$ cat config.mk
export PLATFORM = sky130hd
export DESIGN_NAME = bpa_scan
export DESIGN_NICKNAME = d
export VERILOG_FILES = /design/src/hw/rtl/bpa_pkg.sv /design/src/hw/rtl/bpa_scan.sv
export SDC_FILE = /design/constraint.sdc
export NUM_CORES = 1
export LEC_CHECK = 0
export BUFFER_PORTS_ARGS = -buffer_cell sky130_fd_sc_hd__buf_2
export CORE_MARGIN = 4
export CORE_UTILIZATION = 30
export DETAILED_ROUTE_END_ITERATION = 6
export REMOVE_ABC_BUFFERS = 1
export SYNTH_ARGS = -nofsm -noshare
export SYNTH_HDL_FRONTEND = slang
export SYNTH_SLANG_ARGS = --single-unit
$ cat constraint.sdc
create_clock -name vclk -period 8.2
set_input_delay 0.82 -clock vclk [all_inputs]
set_output_delay 0.82 -clock vclk [all_outputs]
set_load 0.05 [all_outputs]
$ cat src/hw/rtl/bpa_pkg.sv
// Shared types and constants of the bitmap page allocator.
`default_nettype none
package bpa_pkg;

  // Used-map row geometry: one row holds the used bits of WORD_W pages.
  localparam int unsigned WORD_W = 32;
  localparam int unsigned OFF_W  = 5;
  localparam int unsigned PAGE_W = 13;

  // Request actions.
  localparam logic ACT_ALLOC = 1'b0;
  localparam logic ACT_FREE  = 1'b1;

  // Result status codes.
  localparam logic [1:0] ST_OK     = 2'd0;
  localparam logic [1:0] ST_NO_RUN = 2'd1;
  localparam logic [1:0] ST_ZERO   = 2'd2;
  localparam logic [1:0] ST_RANGE  = 2'd3;

  // Outcome of scanning one used-map row.
  typedef struct packed {
    logic              hit;
    logic [OFF_W-1:0]  pos;
    logic [PAGE_W-1:0] run;
  } scan_res_t;

endpackage
`default_nettype wire

$ cat src/hw/rtl/bpa_scan.sv
// First-fit row scanner: finds where a free run reaches the requested length.
`default_nettype none
module bpa_scan (
  input  wire logic [bpa_pkg::WORD_W-1:0] word,
  input  wire logic [bpa_pkg::PAGE_W-1:0] run_in,
  input  wire logic [bpa_pkg::PAGE_W-1:0] count,
  output bpa_pkg::scan_res_t              res
);

  // Per bit position: free-run length ending there, carried over from earlier rows
  // when every bit up to it is free.
  always_comb begin
    int unsigned lu;
    logic        any;
    logic [bpa_pkg::PAGE_W:0]   run_j;
    logic [bpa_pkg::WORD_W-1:0] hit_v;
    logic [bpa_pkg::PAGE_W:0]   run_last;
    hit_v    = '0;
    run_last = '0;
    for (int j = 0; j < bpa_pkg::WORD_W; j++) begin
      lu  = 0;
      any = 1'b0;
      for (int i = 0; i < bpa_pkg::WORD_W; i++) begin
        if (i <= j && word[i]) begin
          any = 1'b1;
          lu  = i;
        end
      end
      if (any) begin
        run_j = (bpa_pkg::PAGE_W + 1)'(j - lu);
      end else begin
        run_j = {1'b0, run_in} + (bpa_pkg::PAGE_W + 1)'(j + 1);
      end
      hit_v[j] = (run_j >= {1'b0, count});
      if (j == bpa_pkg::WORD_W - 1) begin
        run_last = run_j;
      end
    end
    res.hit = |hit_v;
    res.pos = '0;
    for (int k = bpa_pkg::WORD_W - 1; k >= 0; k--) begin
      if (hit_v[k]) begin
        res.pos = bpa_pkg::OFF_W'(k);
      end
    end
    res.run = run_last[bpa_pkg::PAGE_W-1:0];
  end

endmodule
`default_nettype wire

---- Word-level counts from Yosys, hierarchy flattened ----
Index checks and enable logic that the tools add are counted.
storage, ports and cells
  latch bits .............................. 0
  memory bits (writable) .................. 0
  memories kept ........................... 0
  bits in read-only memories .............. 0
  flip-flop bits (word level) ............. 0
  output and inout bits ................... 19
cells by class
  divide/modulo/power cells ............... 0
  reductions and logical operators ........ 1
  multiplexer cells ....................... 127
  multipliers ............................. 0
  shifts and indexed selects .............. 0
  add/subtract/negate cells ............... 63
  $lt $le $gt $ge ......................... 32
  bitwise gates (word level) .............. 0
  equal/unequal tests ..................... 0
operators with widths
  kind                                               count
  two-way mux 14 bit                                 60
  greater-or-equal comparator 14 x 13 -> 1 bit       32
  adder 13 x 5 -> 14 bit, second input constant      16
  subtractor 5 x 14 -> 14 bit, first input constant  16
  two-way mux 5 bit                                  32
  adder 13 x 4 -> 14 bit, second input constant      8
  subtractor 4 x 14 -> 14 bit, first input constant  8
  adder 13 x 3 -> 14 bit, second input constant      4
  subtractor 3 x 14 -> 14 bit, first input constant  4
  two-way mux 1 bit                                  33
  OR reduction 32 bit                                1
  adder 13 x 2 -> 14 bit, second input constant      2
  subtractor 2 x 14 -> 14 bit, first input constant  2
  adder 13 x 1 -> 14 bit, second input constant      1
  adder 13 x 6 -> 14 bit, second input constant      1
  subtractor 1 x 14 -> 14 bit, first input constant  1
  two-way mux 2 bit                                  2

---- Logic depth before layout (Yosys ltp) ----
  depth in word-level cells ............... 66
  gate-level depth with buffers ........... 25
  mapped depth without buffers ............ 24

---- Least setup slack after synthesis ----
Ideal clock, no wire load.
  path kind ............................... input-to-output
  from .................................... input word[4] in the netlist's numbering
  to ...................................... output res[13] in the netlist's numbering
  stages .................................. 19
  setup slack ............................. 1.499 ns
  path buffers ............................ 1
  data required time ...................... 7.380 ns
  data arrival time ....................... 5.881 ns
  cell sequence ........................... clkbuf_1 > or4_1 > a211oi_1 > o21ai_1 > nor3_2 > nand2b_1 > nor2_2 > nor4_2 > nand2_1 > a21oi_1 > ha_1 > a2111oi_0 > nor4_1 > o21ai_0 > a2111o_1 > a211oi_2 > o31ai_1 > a2111oi_2 > o21a_1
RTL lines
  element             line           source
  start: declaration  bpa_scan.sv:4  input wire logic [bpa_pkg::WORD_W-1:0] word,
  end: declaration    bpa_scan.sv:7  output bpa_pkg::scan_res_t res

==> metrics.md <==
| Metric | Value |
|---|---|
| PortBufs | `77` |
| Row count | `90` |
| Final Cycle Share | `94.33%` |
| Yosys warns | `0` |
| Cells after synthesis | `2646` |
| Hold Path End | `res[0]` |
| Die Span X | `256.7 um` |
| Count of final setup violators | `0` |
| RSZ-0062 raised after global routing | `no` |
| Critical hold path startpoint | `word[31]` |
| Core Box Area | `0.06081 mm2` |
| Drc violations | `0` |
| IO Count | `77` |
| Tot GR Track Use | `25.08%` |
| Largest fanout on the critical path | `6` |
| Synth Cell Area | `0.01855 mm2` |
| WS Path Type | `input port to output port` |
| Status | `finished clean` |
| Vias in the first global route | `19750` |
| First-pass iteration count of the detailed router | `5` |
| CTS Hold Bufs | `0` |
| Critical path data required time | `7380 ps` |
| Tmin final | `7735 ps` |
| Seq cells | `0` |
| Initial Utilization | `30.51%` |
| Routability cong. | `1.043` |
| Die extent in y | `256.7 um` |
| # resized after CTS | `0` |
| Fraction of post-synthesis cell area in the top cell type by area | `32.37%` |
| WL/cell | `25.22 um` |
| Vias/cell | `6.062` |
| Number of routed nets with antenna violations | `0` |
| Setup bufs post-CTS | `0` |
| CP Launch Type | `input port` |
| Worst Path Arrival | `6910 ps` |
| Worst-margin pin slew | `1252 ps` |
| Total Wirelength | `87.48 mm` |
| Antenna violations before repair | `9` |
| Main area contributors after synthesis | `ha_1, a21oi_1, xnor2_1` |
| Synth area leader | `ha_1` |
| Flip-flop and latch area | `0 um2` |
| Vias | `21020` |
| Max-slew headroom | `15.91%` |
| Share of post-route cells with drive strength above 1 | `8.613%` |
| Hold-critical path depth | `3` |
| Hold Vio Cnt, Final | `0` |
| Register area share after synthesis | `0%` |
| # Max-Cap Violations | `0` |
| First-pass GRT wire length | `127.8 mm` |
| Grt ovf | `0` |
| Area growth, synth to finish | `8.315%` |
| Final #Nets | `3222` |
| Die ar. | `0.06589 mm2` |
| Hpwl dp | `65.97 mm` |
| Max Clk Rate | `129.3 MHz` |
| First-iteration detailed-routing DRC count | `2522` |
| Fin Setup TNS | `0 ps` |
| Worst setup EP type | `output port` |
| Clkbuf count | `0` |
| Slew Limit Fails | `0` |
| Distinct cells, synth | `85` |
| Hold WC Path Type | `input port to output port` |
| Mapped Avg Cell Area | `7.012 um2` |
| Pin count of the biggest net entering global routing | `33` |
## cells in the mapped netlist (all sizes together), types with 8 or more instances
library cell / count
nand2: 198
nor2b: 40
clkbuf: 108
o22ai: 10
a21o: 82
a21oi: 273
mux2i: 13
nand2b: 61
nor4: 12
xnor2: 145
and3: 15
and2: 11
nand3: 55
a211oi: 40
or2: 13
o21bai: 9
nor3: 29
o2111ai: 13
buf: 26
o31ai: 14
a41oi: 8
o211ai: 26
a31oi: 29
inv: 63
xor2: 103
a2111oi: 10
ha: 480
or3: 61
a211o: 9
o21a: 25
nand4: 26
nor2: 343
o21ai: 200
## how the worst max path moves through the flow
| stage | from | slack, ps | cells past startpoint | to |
|---|---|---|---|---|
| global route | word[3] | 320 | 26 | res[13] |
| floorplan | word[7] | 1370 | 18 | res[13] |
| finish | word[3] | 470 | 26 | res[13] |
| CTS | word[3] | 620 | 26 | res[13] |
| detailed placement | word[3] | 640 | 26 | res[13] |
| global placement | word[3] | 650 | 26 | res[13] |
## cells in the final DEF (no fill, tap or decap), types with 13 or more instances in the layout
master       n
mux2i_1     13
a21oi_1    273
o211ai_1    26
o31ai_1     14
o2111ai_1   13
o21a_1      25
buf_2       77
nor2_1     338
ha_1       480
nor2b_1     40
buf_4       93
inv_1       50
nand2_1    195
xnor2_1    145
a31oi_1     29
a211oi_1    39
a21o_1      82
o21ai_0    197
nand4_1     26
and3_1      15
nand3_1     53
nand2b_1    61
xor2_1     103
or3_1       61
nor3_1      26
## through the flow
stage / instances / setup slack (ps) / instance area, um2 / utilization, % / hold WS (ps)
detailed placement: 3464 / 644.9 / 20090 / 33.03 / 2093
finish: 3468 / 465.3 / 20100 / 33.05 / 2092
global route: 3467 / 322.4 / 20090 / 33.05 / 2101
CTS: 3464 / 621.7 / 20090 / 33.03 / 2092
global placement: 3464 / 647.1 / 20090 / 33.03 / 2095
floorplan: 2512 / 1373 / 18020 / - / 1816
## per-layer routing
| metal | share of wire, % | global-route usage (%) |
|---|---|---|
| met3 | 11 | 4.283 |
| met4 | 6.4 | 12.70 |
| met5 | 0.041 | 0 |
| met1 | 42 | 33.61 |
| met2 | 42 | 38.70 |
## layout make-up
| class | count | area [um2] |
|---|---|---|
| Fill cell | 6685 | 40710 |
| Multi-Input combinational cell | 2448 | 17780 |
| Timing Repair Buffer | 170 | 1084 |
| Tap cell | 782 | 978.4 |
| Inverter | 64 | 240.2 |
| Antenna cell | 4 | 10.01 |
## critical path: stages
cell,delay [ps]
buf_2,140
or2_2,340
a21boi_0,300
o21ai_0,240
a211o_1,430
a31oi_1,180
nor2_1,150
a21o_1,270
o21ai_0,340
nand2b_1,120
ha_1,250
nor2b_1,150
ha_1,180
nand2_1,80
o21ai_0,110
ha_1,310
a21o_1,180
a211oi_1,210
o21ai_0,110
o21a_1,190
a2111o_1,300
a211oi_2,260
o31ai_1,130
a2111oi_2,600
o21a_1,230
buf_2,270
## logic make-up after synthesis
family                     after synthesis  share of synthesized area, %
and+or+nand+nor                        883                         23.14
AOI/OAI and AO/OA                      817                         27.51
adders and majority gates              480                         32.37
xor gates and xnor gates               248                         11.71
buffers and inverters                  198                         4.147
muxes                                   20                         1.126
